[config.mk]
export PLATFORM = sky130hd
export DESIGN_NAME = haptic_motion_gain_envelope_core
export DESIGN_NICKNAME = d
export VERILOG_FILES = /design/src/rtl/hmge_pkg.sv /design/src/rtl/hmge_datapath.sv /design/src/rtl/hmge_ctrl.sv /design/src/rtl/haptic_motion_gain_envelope_core.sv
export SDC_FILE = /design/constraint.sdc
export NUM_CORES = 2
export LEC_CHECK = 0
export BUFFER_PORTS_ARGS = -buffer_cell sky130_fd_sc_hd__buf_4
export CORE_MARGIN = 2
export CORE_UTILIZATION = 58
export DETAILED_ROUTE_END_ITERATION = 10
export GPL_ROUTABILITY_DRIVEN = 0
export PLACE_DENSITY = 0.79
export SYNTH_ARGS = -nofsm -noshare
export SYNTH_HDL_FRONTEND = slang
export SYNTH_SLANG_ARGS = --single-unit
[constraint.sdc]
create_clock -name clk -period 11.3 [get_ports clk]
set_clock_uncertainty 0.1 [all_clocks]
set_input_delay 0.565 -clock clk [delete_from_list [all_inputs] [get_ports clk]]
set_output_delay 0.565 -clock clk [all_outputs]
set_load 0.05 [all_outputs]
[src/rtl/hmge_pkg.sv]
// Shared types, codes and fixed-point constants for the haptic gain envelope core.
// No dependencies; the controller, datapath, top level and checker import this package.
package hmge_pkg;

    // Fraction bits of every gain value (Q0.16).
    localparam int GAIN_FRAC_BITS = 16;

    // Reciprocal multipliers used in place of the divisions by full scale.
    localparam int SPEED_RECIP_SHIFT = 18;
    localparam int ACCEL_RECIP_SHIFT = 20;
    localparam logic [16:0] SPEED_RECIP = 17'd52429;
    localparam logic [16:0] ACCEL_RECIP = 17'd69906;

    // Full-scale and deadband thresholds on the raw Q8.8 inputs.
    localparam logic [14:0] SPEED_FULL_RAW     = 15'd5120;
    localparam logic [15:0] ACCEL_FULL_RAW     = 16'd7680;
    localparam logic [14:0] SPEED_DEADBAND_RAW = 15'd64;
    localparam logic [15:0] LOAD_DEADBAND_RAW  = 16'd384;

    // Gain constants in Q0.16.
    localparam logic [16:0] ONE_Q   = 17'h10000;
    localparam logic [14:0] C_FLOOR = 15'd5898;
    localparam logic [16:0] C_SPEED = 17'd9175;
    localparam logic [16:0] C_LOAD  = 17'd13107;
    localparam logic [16:0] C_TEX   = 17'd42598;
    localparam logic [14:0] C_CAP   = 15'd23593;
    localparam logic [14:0] C_EPS   = 15'd7;

    // Configuration register reset values.
    localparam logic [15:0] ATTACK_RESET  = 16'd22938;
    localparam logic [15:0] RELEASE_RESET = 16'd14418;
    localparam logic [15:0] SCALE_RESET   = 16'd16384;

    // Configuration register indexes.
    typedef enum logic [1:0] {
        REG_ATTACK_ALPHA   = 2'd0,
        REG_RELEASE_ALPHA  = 2'd1,
        REG_AIRBORNE_SCALE = 2'd2
    } reg_index_t;

    // One motion sample.
    typedef struct packed {
        logic               authority_active;
        logic               airborne;
        logic signed [15:0] speed;
        logic signed [15:0] acceleration;
    } sample_t;

    // One result.
    typedef struct packed {
        logic [14:0] body_gain;
        logic [15:0] texture_level;
    } result_t;

    // Controller states.
    typedef enum logic [2:0] {
        ST_IDLE,
        ST_NORM,
        ST_TERM,
        ST_TARGET,
        ST_TEX,
        ST_BLEND,
        ST_UPDATE
    } state_t;

    // Datapath steps issued by the controller.
    typedef enum logic [2:0] {
        STEP_NONE,
        STEP_CAPTURE,
        STEP_NORM,
        STEP_TERM,
        STEP_TARGET,
        STEP_TEX,
        STEP_BLEND,
        STEP_UPDATE
    } step_t;

    typedef struct packed {
        step_t step;
    } cmd_t;

    typedef struct packed {
        logic result_free;
    } status_t;

endpackage

[src/rtl/hmge_datapath.sv]
// Datapath of the haptic gain envelope core: configuration registers, two shared
// multipliers, intermediate registers, smoother state and result register. Uses hmge_pkg.
module hmge_datapath (
    input  logic             clk,
    input  logic             rst_n,
    input  logic             cfg_write_en,
    input  logic [1:0]       cfg_index,
    input  logic [15:0]      cfg_data,
    input  hmge_pkg::sample_t sample,
    input  hmge_pkg::cmd_t   cmd,
    output hmge_pkg::status_t status,
    output logic             result_valid,
    input  logic             result_stall,
    output hmge_pkg::result_t result
);
    import hmge_pkg::*;

    logic [15:0] attack_reg, attack_next;
    logic [15:0] release_reg, release_next;
    logic [15:0] scale_reg, scale_next;
    sample_t     in_reg, in_next;
    logic [33:0] p0_reg, p0_next;
    logic [33:0] p1_reg, p1_next;
    logic [16:0] load01_reg, load01_next;
    logic [14:0] tgt_raw_reg, tgt_raw_next;
    logic [14:0] tgt_reg, tgt_next;
    logic [15:0] tex_raw_reg, tex_raw_next;
    logic [15:0] tex_reg, tex_next;
    logic        up_reg, up_next;
    logic [14:0] sb_reg, sb_next;
    result_t     result_reg, result_next;
    logic        result_valid_reg, result_valid_next;

    logic [16:0] opa0, opb0, opa1, opb1;
    logic        mul_en;
    logic [12:0] s13, a13;
    logic [15:0] acc_bits, amag;
    logic        spd_pos, spd_sat, acc_sat, zone;
    logic [16:0] unit_speed, unit_load;
    logic [14:0] tgt_raw, tgt_sel, tgt_capped, diff, d_step, sb_step, sb_new;
    logic [15:0] alpha, tex_sel;
    logic        up;
    logic [33:0] prod0, prod1;

    // Normalization of the captured sample from the reciprocal products.
    always_comb
    begin
        s13      = in_reg.speed[12:0];
        acc_bits = in_reg.acceleration;
        amag     = acc_bits[15] ? (~acc_bits + 16'd1) : acc_bits;
        a13      = amag[12:0];
        spd_pos  = !in_reg.speed[15] && (in_reg.speed != 16'sd0);
        spd_sat  = in_reg.speed[14:0] >= SPEED_FULL_RAW;
        acc_sat  = amag >= ACCEL_FULL_RAW;
        zone     = (!in_reg.speed[15] && (in_reg.speed[14:0] > SPEED_DEADBAND_RAW))
                   || (amag > LOAD_DEADBAND_RAW);
        if (!spd_pos)
        begin
            unit_speed = '0;
        end
        else if (spd_sat)
        begin
            unit_speed = ONE_Q;
        end
        else
        begin
            unit_speed = 17'({s13, 3'b000}) + 17'({s13, 2'b00})
                         + 17'(p0_reg[SPEED_RECIP_SHIFT +: 12]);
        end
        unit_load = acc_sat ? ONE_Q
                            : 17'({a13, 3'b000}) + 17'(p1_reg[ACCEL_RECIP_SHIFT +: 12]);
    end

    // Target, texture and smoother arithmetic on registered products.
    always_comb
    begin
        tgt_raw    = zone ? C_FLOOR + p0_reg[GAIN_FRAC_BITS +: 15]
                            + p1_reg[GAIN_FRAC_BITS +: 15] : '0;
        tgt_sel    = in_reg.airborne ? p0_reg[GAIN_FRAC_BITS +: 15] : tgt_raw_reg;
        tgt_capped = (tgt_sel > C_CAP) ? C_CAP : tgt_sel;
        up         = tgt_reg > sb_reg;
        diff       = up ? (tgt_reg - sb_reg) : (sb_reg - tgt_reg);
        alpha      = up ? attack_reg : release_reg;
        tex_sel    = in_reg.airborne ? p1_reg[GAIN_FRAC_BITS +: 16] : tex_raw_reg;
        d_step     = p0_reg[GAIN_FRAC_BITS +: 15];
        sb_step    = up_reg ? (sb_reg + d_step) : (sb_reg - d_step);
        if (!in_reg.authority_active || (sb_step < C_EPS))
        begin
            sb_new = '0;
        end
        else if (sb_step > C_CAP)
        begin
            sb_new = C_CAP;
        end
        else
        begin
            sb_new = sb_step;
        end
    end

    // Step sequencing: operand selection and register updates.
    always_comb
    begin
        attack_next       = attack_reg;
        release_next      = release_reg;
        scale_next        = scale_reg;
        in_next           = in_reg;
        load01_next       = load01_reg;
        tgt_raw_next      = tgt_raw_reg;
        tgt_next          = tgt_reg;
        tex_raw_next      = tex_raw_reg;
        tex_next          = tex_reg;
        up_next           = up_reg;
        sb_next           = sb_reg;
        result_next       = result_reg;
        result_valid_next = result_valid_reg;
        opa0   = '0;
        opb0   = '0;
        opa1   = '0;
        opb1   = '0;
        mul_en = 1'b0;

        if (cfg_write_en)
        begin
            case (cfg_index)
                REG_ATTACK_ALPHA:   attack_next  = cfg_data;
                REG_RELEASE_ALPHA:  release_next = cfg_data;
                REG_AIRBORNE_SCALE: scale_next   = cfg_data;
                default: ;
            endcase
        end

        // A transfer on the result channel frees the output register.
        if (result_valid_reg && !result_stall)
        begin
            result_valid_next = 1'b0;
        end

        case (cmd.step)
            STEP_CAPTURE:
            begin
                in_next = sample;
            end
            STEP_NORM:
            begin
                opa0   = 17'({s13, 2'b00});
                opb0   = SPEED_RECIP;
                opa1   = 17'({a13, 3'b000});
                opb1   = ACCEL_RECIP;
                mul_en = 1'b1;
            end
            STEP_TERM:
            begin
                load01_next = unit_load;
                opa0   = unit_speed;
                opb0   = C_SPEED;
                opa1   = unit_load;
                opb1   = C_LOAD;
                mul_en = 1'b1;
            end
            STEP_TARGET:
            begin
                tgt_raw_next = tgt_raw;
                opa0   = 17'(tgt_raw);
                opb0   = 17'(scale_reg);
                opa1   = load01_reg;
                opb1   = C_TEX;
                mul_en = 1'b1;
            end
            STEP_TEX:
            begin
                tgt_next     = tgt_capped;
                tex_raw_next = p1_reg[GAIN_FRAC_BITS +: 16];
                opa1   = 17'(p1_reg[GAIN_FRAC_BITS +: 16]);
                opb1   = 17'(scale_reg);
                mul_en = 1'b1;
            end
            STEP_BLEND:
            begin
                up_next  = up;
                tex_next = tex_sel;
                opa0   = 17'(diff);
                opb0   = 17'(alpha);
                mul_en = 1'b1;
            end
            STEP_UPDATE:
            begin
                sb_next                   = sb_new;
                result_next.body_gain     = sb_new;
                result_next.texture_level = in_reg.authority_active ? tex_reg : '0;
                result_valid_next         = 1'b1;
            end
            default: ;
        endcase

        prod0   = opa0 * opb0;
        prod1   = opa1 * opb1;
        p0_next = mul_en ? prod0 : p0_reg;
        p1_next = mul_en ? prod1 : p1_reg;
    end

    // Control state and configuration registers.
    always_ff @(posedge clk or negedge rst_n)
    begin
        if (!rst_n)
        begin
            attack_reg       <= ATTACK_RESET;
            release_reg      <= RELEASE_RESET;
            scale_reg        <= SCALE_RESET;
            sb_reg           <= '0;
            result_valid_reg <= 1'b0;
        end
        else
        begin
            attack_reg       <= attack_next;
            release_reg      <= release_next;
            scale_reg        <= scale_next;
            sb_reg           <= sb_next;
            result_valid_reg <= result_valid_next;
        end
    end

    // Payload registers.
    always_ff @(posedge clk)
    begin
        in_reg      <= in_next;
        p0_reg      <= p0_next;
        p1_reg      <= p1_next;
        load01_reg  <= load01_next;
        tgt_raw_reg <= tgt_raw_next;
        tgt_reg     <= tgt_next;
        tex_raw_reg <= tex_raw_next;
        tex_reg     <= tex_next;
        up_reg      <= up_next;
        result_reg  <= result_next;
    end

    assign status.result_free = !result_valid_reg || !result_stall;
    assign result_valid       = result_valid_reg;
    assign result             = result_reg;

endmodule

[src/rtl/hmge_ctrl.sv]
// Controller of the haptic gain envelope core: steps one sample through the datapath.
// Uses hmge_pkg; drives the datapath only through cmd_t and reads status_t.
module hmge_ctrl (
    input  logic              clk,
    input  logic              rst_n,
    input  logic              sample_valid,
    output logic              sample_stall,
    output hmge_pkg::cmd_t    cmd,
    input  hmge_pkg::status_t status
);
    import hmge_pkg::*;

    state_t state_reg, state_next;

    // Next state.
    always_comb
    begin
        state_next = state_reg;
        case (state_reg)
            ST_IDLE:   if (sample_valid) state_next = ST_NORM;
            ST_NORM:   state_next = ST_TERM;
            ST_TERM:   state_next = ST_TARGET;
            ST_TARGET: state_next = ST_TEX;
            ST_TEX:    state_next = ST_BLEND;
            ST_BLEND:  state_next = ST_UPDATE;
            ST_UPDATE: if (status.result_free) state_next = ST_IDLE;
            default:   state_next = ST_IDLE;
        endcase
    end

    // Outputs: the step for the datapath and the input stall.
    always_comb
    begin
        sample_stall = 1'b1;
        cmd.step     = STEP_NONE;
        case (state_reg)
            ST_IDLE:
            begin
                sample_stall = 1'b0;
                if (sample_valid)
                begin
                    cmd.step = STEP_CAPTURE;
                end
            end
            ST_NORM:   cmd.step = STEP_NORM;
            ST_TERM:   cmd.step = STEP_TERM;
            ST_TARGET: cmd.step = STEP_TARGET;
            ST_TEX:    cmd.step = STEP_TEX;
            ST_BLEND:  cmd.step = STEP_BLEND;
            ST_UPDATE: if (status.result_free) cmd.step = STEP_UPDATE;
            default:   cmd.step = STEP_NONE;
        endcase
    end

    // State register.
    always_ff @(posedge clk or negedge rst_n)
    begin
        if (!rst_n)
        begin
            state_reg <= ST_IDLE;
        end
        else
        begin
            state_reg <= state_next;
        end
    end

endmodule

[src/rtl/haptic_motion_gain_envelope_core.sv]
// Top level of the haptic gain envelope core: controller plus datapath.
// Depends on hmge_pkg, hmge_ctrl and hmge_datapath.
//
// Each motion sample is taken in the idle state and then goes through six
// dependent steps through the datapath's two 17x17 multipliers (normalize, weight,
// airborne scale of the target, texture scale, smoother blend, state update), each step
// using the products registered by the one before. One sample is in flight at a time;
// the next is taken as soon as the result has moved into the output register, so a
// waiting result does not hold off the next sample unless an older result is still
// stalled when the new one finishes. Configuration registers are written with
// cfg_write_en, cfg_index and cfg_data and must only change while no sample is in flight.
module haptic_motion_gain_envelope_core (
    input  logic              clk,
    input  logic              rst_n,
    input  logic              cfg_write_en,
    input  logic [1:0]        cfg_index,
    input  logic [15:0]       cfg_data,
    input  logic              sample_valid,
    output logic              sample_stall,
    input  hmge_pkg::sample_t sample,
    output logic              result_valid,
    input  logic              result_stall,
    output hmge_pkg::result_t result
);
    import hmge_pkg::*;

    cmd_t    cmd;
    status_t status;

    // Sequencer.
    hmge_ctrl u_ctrl (
        .clk          (clk),
        .rst_n        (rst_n),
        .sample_valid (sample_valid),
        .sample_stall (sample_stall),
        .cmd          (cmd),
        .status       (status)
    );

    // Arithmetic and state.
    hmge_datapath u_datapath (
        .clk          (clk),
        .rst_n        (rst_n),
        .cfg_write_en (cfg_write_en),
        .cfg_index    (cfg_index),
        .cfg_data     (cfg_data),
        .sample       (sample),
        .cmd          (cmd),
        .status       (status),
        .result_valid (result_valid),
        .result_stall (result_stall),
        .result       (result)
    );

endmodule

[Yosys cells after proc, flatten, opt, wreduce, memory -nomap -nowiden]
Cells that the tools add are included.
Word-level totals
  register bits: 275
  input bits: 57
  output and inout bits: 33
  word-level logic and storage cells: 103
Operators by class
  add/subtract/negate cells: 10
  multiply operators: 2
  magnitude comparators: 8
  eq/ne operators: 17
  multiplexer cells: 26
  bitwise operators: 1
  reduce and logical (&&, ||, !) cells: 19
Operator list (number)
  $pmux 17 s4: 3
  $mux 15: 6
  $pmux 16 s4: 1
  $mux 17: 3
  $mux 16: 3
  $sub 15x15->15: 3
  $pmux 3 s7: 2
  $mul 17x17->32: 1
  $mul 17x16->31: 1
  $add 15x15->15: 2
  $gt 15x15->1 const B: 2
  $eq 3x3->1 const B: 7
  $add 16x12->17: 1
  $add 16x15->17: 1
  $add 17x12->17: 1
  $add 16x1->16 const B: 1
  $ge 16x13->1 const B: 1
  $gt 16x9->1 const B: 1
  $not 16->16: 1
  $reduce_bool 16->1: 1
  $add 13x15->15 const A: 1
  $ge 15x13->1 const B: 1
  $gt 15x15->1: 1
  $gt 15x7->1 const B: 1
  other kinds (16): 37

[Longest topological paths before layout]
  word-level depth: 8
  gate-level depth with buffers: 39
  depth with buffers taken out: 38

[By module]
From an unflattened synthesis, not the netlist that was laid out.
Unflattened totals
  cell total of the unflattened synthesis: 3390
  area, all modules: 32343.5 sq um
By module, submodules not included
  hmge_datapath: times used 1, cells each 3368, area each 32165.8 sq um, sequential area each 6905.4 sq um
  hmge_ctrl: times used 1, cells each 22, area each 177.7 sq um, sequential area each 75.1 sq um

[Least setup slack after synthesis]
OpenSTA, ideal clock, no wires.
  path type: reg-to-reg
  from: register u_datapath.sb_reg[5]
  to: register u_datapath.p0_reg[26] (data pin)
  library setup time: 258 ps
  arrival time: 8745 ps
  data required time: 10942 ps
  setup slack: 2197 ps
  cell stages (with the launch flop): 35
  buffers on the path: 2
  period minus slack after synthesis: 9103 ps
  cells stage by stage: dfrtp_1 inv_1 ha_1 clkbuf_1 nand4_1 or4_1 and2_0 nor2_1 inv_1 a211o_1 a31o_2 a221oi_1 o22a_1 buf_2 nor3_1 a311o_1 fa_1 inv_1 fa_1 inv_1 fa_1 fa_1 fa_1 inv_1 fa_1 inv_1 ha_1 nand4_1 nor3_1 nand3b_1 nor4b_4 o21bai_1 a2111oi_0 nor2_1 xnor2_1
Between the ends
  cells in the longest elaborated chain, start to end: 4
  elaborated cells on any way between the ends: 8
  classes of those cells: 2 x add/sub; 1 x mul; 1 x order compare; 4 x mux
RTL lines
  start: declaration: RTL line hmge_datapath.sv:30  | logic [14:0] sb_reg, sb_next;
  start signal: assignment: RTL line hmge_datapath.sv:218  | sb_reg <= sb_next;
  $sub 15x15->15 or $gt 15x15->1 (tied branches): RTL line hmge_datapath.sv:82, hmge_datapath.sv:81
  $mux 15 or $mux 16 (tied branches): RTL line hmge_datapath.sv:82, hmge_datapath.sv:83
  $pmux 17 s4 or $pmux 16 s4 (tied branches): RTL line hmge_datapath.sv:139  | case (cmd.step)
  $mul 17x16->31 (*): RTL line hmge_datapath.sv:196  | prod0 = opa0 * opb0;
  net u_datapath.prod0[26]: RTL line hmge_datapath.sv:43  | logic [33:0] prod0, prod1;
  end signal: assignment: RTL line hmge_datapath.sv:227  | p0_reg <= p0_next;
  end: declaration: RTL line hmge_datapath.sv:22  | logic [33:0] p0_reg, p0_next;
Mark *: on every way through the listed nets, which the timed path passes. The rest lies on a longest branch.
A chain may end at the register's enable or synchronous reset.

[Final worst setup path]
  from: register u_datapath.in_reg, in the netlist u_datapath.acc_bits[0]
  to: register u_datapath.p1_reg[31] (data pin)
Between the ends
  cells in the longest elaborated chain, start to end: 7
  elaborated cells on any way between the ends: 8
  classes of those cells: 2 x add/sub; 1 x mul; 1 x order compare; 3 x mux; 1 x bitwise
RTL lines
  start: declaration: RTL line hmge_datapath.sv:21  | sample_t in_reg, in_next;
  start signal: assignment: RTL line hmge_datapath.sv:226  | in_reg <= in_next;
  $not 16->16: RTL line hmge_datapath.sv:50  | amag = acc_bits[15] ? (~acc_bits + 16'd1) : acc_bits;
  $add 16x1->16: RTL line hmge_datapath.sv:50
  $mux 16 (*): RTL line hmge_datapath.sv:50
  $add 16x12->17 or $ge 16x13->1 (tied branches): RTL line hmge_datapath.sv:71, hmge_datapath.sv:54
  $mux 17: RTL line hmge_datapath.sv:70  | unit_load = acc_sat ? ONE_Q
  $pmux 17 s4 (*): RTL line hmge_datapath.sv:139
  $mul 17x17->32 (*): RTL line hmge_datapath.sv:197  | prod1 = opa1 * opb1;
  net u_datapath.prod1[31]: RTL line hmge_datapath.sv:43
  end signal: assignment: RTL line hmge_datapath.sv:228  | p1_reg <= p1_next;
  end: declaration: RTL line hmge_datapath.sv:23  | logic [33:0] p1_reg, p1_next;
Marks and branches as above.

==> impl_metrics.py <==
metrics = {
    "outcome": {
        "outcome": "completed",
    },
    "clocking": {
        "cts_tree": "yes",
        "cts.sinks": 243,
        "clk_pin_slew_worst_paths_ns": 0.06,
        "numCtsBuffers": 27,
        "postCtsSetupBuffers": 0,
        "htreeDepth": 1,
        "cts_root_buf": "clkbuf_16",
        "clock_latency_ns": 0.58,
        "clk_path_buf_depth": 3,
    },
    "sta": {
        "slew_violations": 0,
        "setup_viol": 0,
        "slew_headroom_pct": 5.155,
        "worst_pin_slew_ns": 1.408,
        "holdWs_ns": 0.06062,
        "setup_tns_ns": 0,
        "period_needed_ns": 10.75,
        "timing.final.crit_share_pct": 95.16,
        "fmax_mhz": 93.00,
        "hold_viol_final": 0,
        "rsz0062_at_grt": "no",
    },
    "final_layout": {
        "nets": 4216,
        "drive_gt1_share_pct": 9.460,
        "diodes": 0,
        "largest_reg_flops": 31,
        "fin_cells": 4142,
        "fin_area_um2": 34430,
        "area_growth_syn_to_layout_pct": 8.212,
    },
    "synthesis": {
        "ys_seq_elements": 243,
        "synth-xor-area-share_pct": 3.166,
        "muxShareOfSynthArea_pct": 3.323,
        "yosysSeqAreaShare_pct": 21.94,
        "synth_compound_area_share_pct": 10.21,
        "netlist-cell-type-count": 83,
        "avgSynthCellArea_um2": 9.508,
        "ys_async_sr_fraction_pct": 27.57,
        "syn-cell-area_um2": 31810,
        "yosys.area_share.adder_pct": 39.26,
        "synth-simple-area-share_pct": 13.40,
        "synth_flop_cell": "edfxtp_1",
        "synth_edf_count": 176,
        "synth_top_family_by_area": "adder cells",
        "syn_inst": 3346,
        "ys_warn_count": 0,
    },
    "grt": {
        "grt-ovfl-total": 0,
        "grt_pass1_vias": 25364,
        "grt_pass1_wl_um": 138400,
        "antenna_found_initial": 1,
        "grt_usage_pct": 31.44,
        "grt_max_degree": 59,
    },
    "placement": {
        "dpl_cell_area_um2": 33470,
        "numPortBuffers": 89,
        "placed_cells": 4092,
        "dpl.hpwl_um": 68740,
    },
    "detailed_routing": {
        "drtAntennaViolNets": 0,
        "wl_per_cell_um": 20.92,
        "vias_per_cell": 5.990,
        "wl_um": 86640,
        "post-route-drc-count": 0,
        "dr.first_iter.drc_count": 2535,
        "dr_total_vias": 24812,
        "drt-pass1-iter-count": 9,
    },
    "setup_path": {
        "cp.arrival_ns": 10.98,
        "r2r_slack_ns": 0.55,
        "path_common_cell": "fa_1",
        "critPathSlowestCell": "or4b_1",
        "endpoint_kind": "register",
        "reg2reg_from": "u_datapath.acc_bits[0]$_DFFE_PN_",
        "startpoint": "u_datapath.acc_bits[0]$_DFFE_PN_",
        "crit_fanout": 16,
        "cp_data_required_time_ns": 11.52,
        "critical_path_class": "reg2reg",
        "regToRegEndpoint": "u_datapath.p1_reg[31]$_DFFE_PP_",
        "rr_worst_depth": 31,
        "cp-start-kind": "register",
        "worst_path_largest_cell_delay_ns": 0.57,
    },
    "worst_hold_path": {
        "hold_depth": 1,
        "worstHoldEndpoint": "u_datapath.acc_bits[11]$_DFFE_PN_",
        "min_from": "sample[11]",
        "worstHoldPathType": "in2reg",
    },
    "die": {
        "dieHeight_um": 238.2,
        "die-area_um2": 56740,
        "ios": 90,
        "coreArea_um2": 54030,
        "rows": 85,
        "die_x_um": 238.2,
        "start_util_pct": 58.88,
    },
    "flow_run": {
        "maxCapViolations": 0,
    },
}
## final cells by class
type / count / area [um^2]
fill: 4321 / 19600
inverter: 614 / 2305
timing repair buffer: 151 / 1136
tap: 696 / 870.8
multi-input combinational: 2389 / 22190
clock buffer: 30 / 718.2
sequential: 243 / 6980
clock inverter: 19 / 230.2
## synthesized netlist by cell type, drive strengths merged, types with 23 or more instances
master	count	share of area, %
inv	612	7.2
fa	442	28
nand2	415	4.9
ha	291	11
nor2	231	2.7
edfxtp	176	17
a21oi	122	1.9
o21ai	103	1.6
clkbuf	95	1.1
xnor2	77	2.1
and2	76	1.5
mux2	69	2.4
dfrtp	52	4.1
nor3	47	0.77
nor2b	43	0.85
xor2	38	1.0
a21o	37	0.87
mux2i	28	0.88
nand2b	25	0.49
o21a	25	0.59
nand3	23	0.36
## logic make-up after synthesis
| logic type | Yosys count |
|---|---|
| AOI/OAI and AO/OA | 483 |
| xor gates and xnor gates | 115 |
| adders and majority gates | 733 |
| buffers and inverters | 730 |
| DFF | 243 |
| muxes | 97 |
| other | 2 |
| and+or+nand+nor | 943 |
## through the flow
| stage | setup WS, ns | utilization (%) |
|---|---|---|
| CTS | 0.4326 | 63.72 |
| global route | 0.01977 | 63.72 |
| floorplan | 2.197 | - |
| finish | 0.5472 | 63.72 |
| global placement | 0.6612 | 61.95 |
| detailed placement | 0.4733 | 61.95 |
## placed cells by master, fill, tap and decap left out, types with 15 or more instances in the layout
cell,n
inv_1,611
fa_1,442
nand2_1,415
ha_1,291
nor2_1,230
edfxtp_1,176
buf_4,150
a21oi_1,121
o21ai_0,89
xnor2_1,77
and2_1,73
mux2_2,69
dfrtp_1,52
nor3_1,46
nor2b_1,43
xor2_1,38
a21o_1,37
mux2i_1,28
clkbuf_16,28
nand2b_1,25
o21a_1,25
nand3_1,23
a22oi_1,20
o21bai_1,18
conb_1,18
and3_1,17
o31ai_1,15
a31oi_1,15
dfstp_2,15
## worst max path at each step
stage	endpoint	slack (ns)	cells past startpoint
2_1_floorplan	u_datapath.p0_reg[26]$_DFFE_PP_	2.20	34
3_3_place_gp	u_datapath.p1_reg[31]$_DFFE_PP_	0.66	31
3_5_place_dp	u_datapath.p1_reg[31]$_DFFE_PP_	0.47	31
4_1_cts	u_datapath.p1_reg[31]$_DFFE_PP_	0.43	31
5_1_grt	u_datapath.p1_reg[31]$_DFFE_PP_	0.02	31
6_report	u_datapath.p1_reg[31]$_DFFE_PP_	0.55	31
## what timing repair did
action / CTS / global route
endpoints found under the setup margin: 0 / 3
resized for setup: 0 / 1
hold endpoints to repair: 9 / 0
hold buffers: 1 / 0
## routing by layer
layer	vias to the layer above	wire [um]	global-route usage (%)
met3	300	9204	6.814
met4	2	4324	13.20
met1	12143	33360	41.94
met2	1386	39740	50.02
li1	10981	-	-
met5	-	14	0
## worst max-delay path, delay by kind of cell, from the launching register on
family | cells | cell delay [ns]
adders and majority gates | 8 | 3.52
AOI/OAI and AO/OA | 10 | 2.90
and+or+nand+nor | 6 | 2.16
buffers and inverters | 5 | 0.67
xor gates and xnor gates | 2 | 0.65
DFF | 1 | 0.48
Power is left out: the tool's default activity adds up to more than one toggle a clock period on the data nets, which glitch-free logic cannot reach.
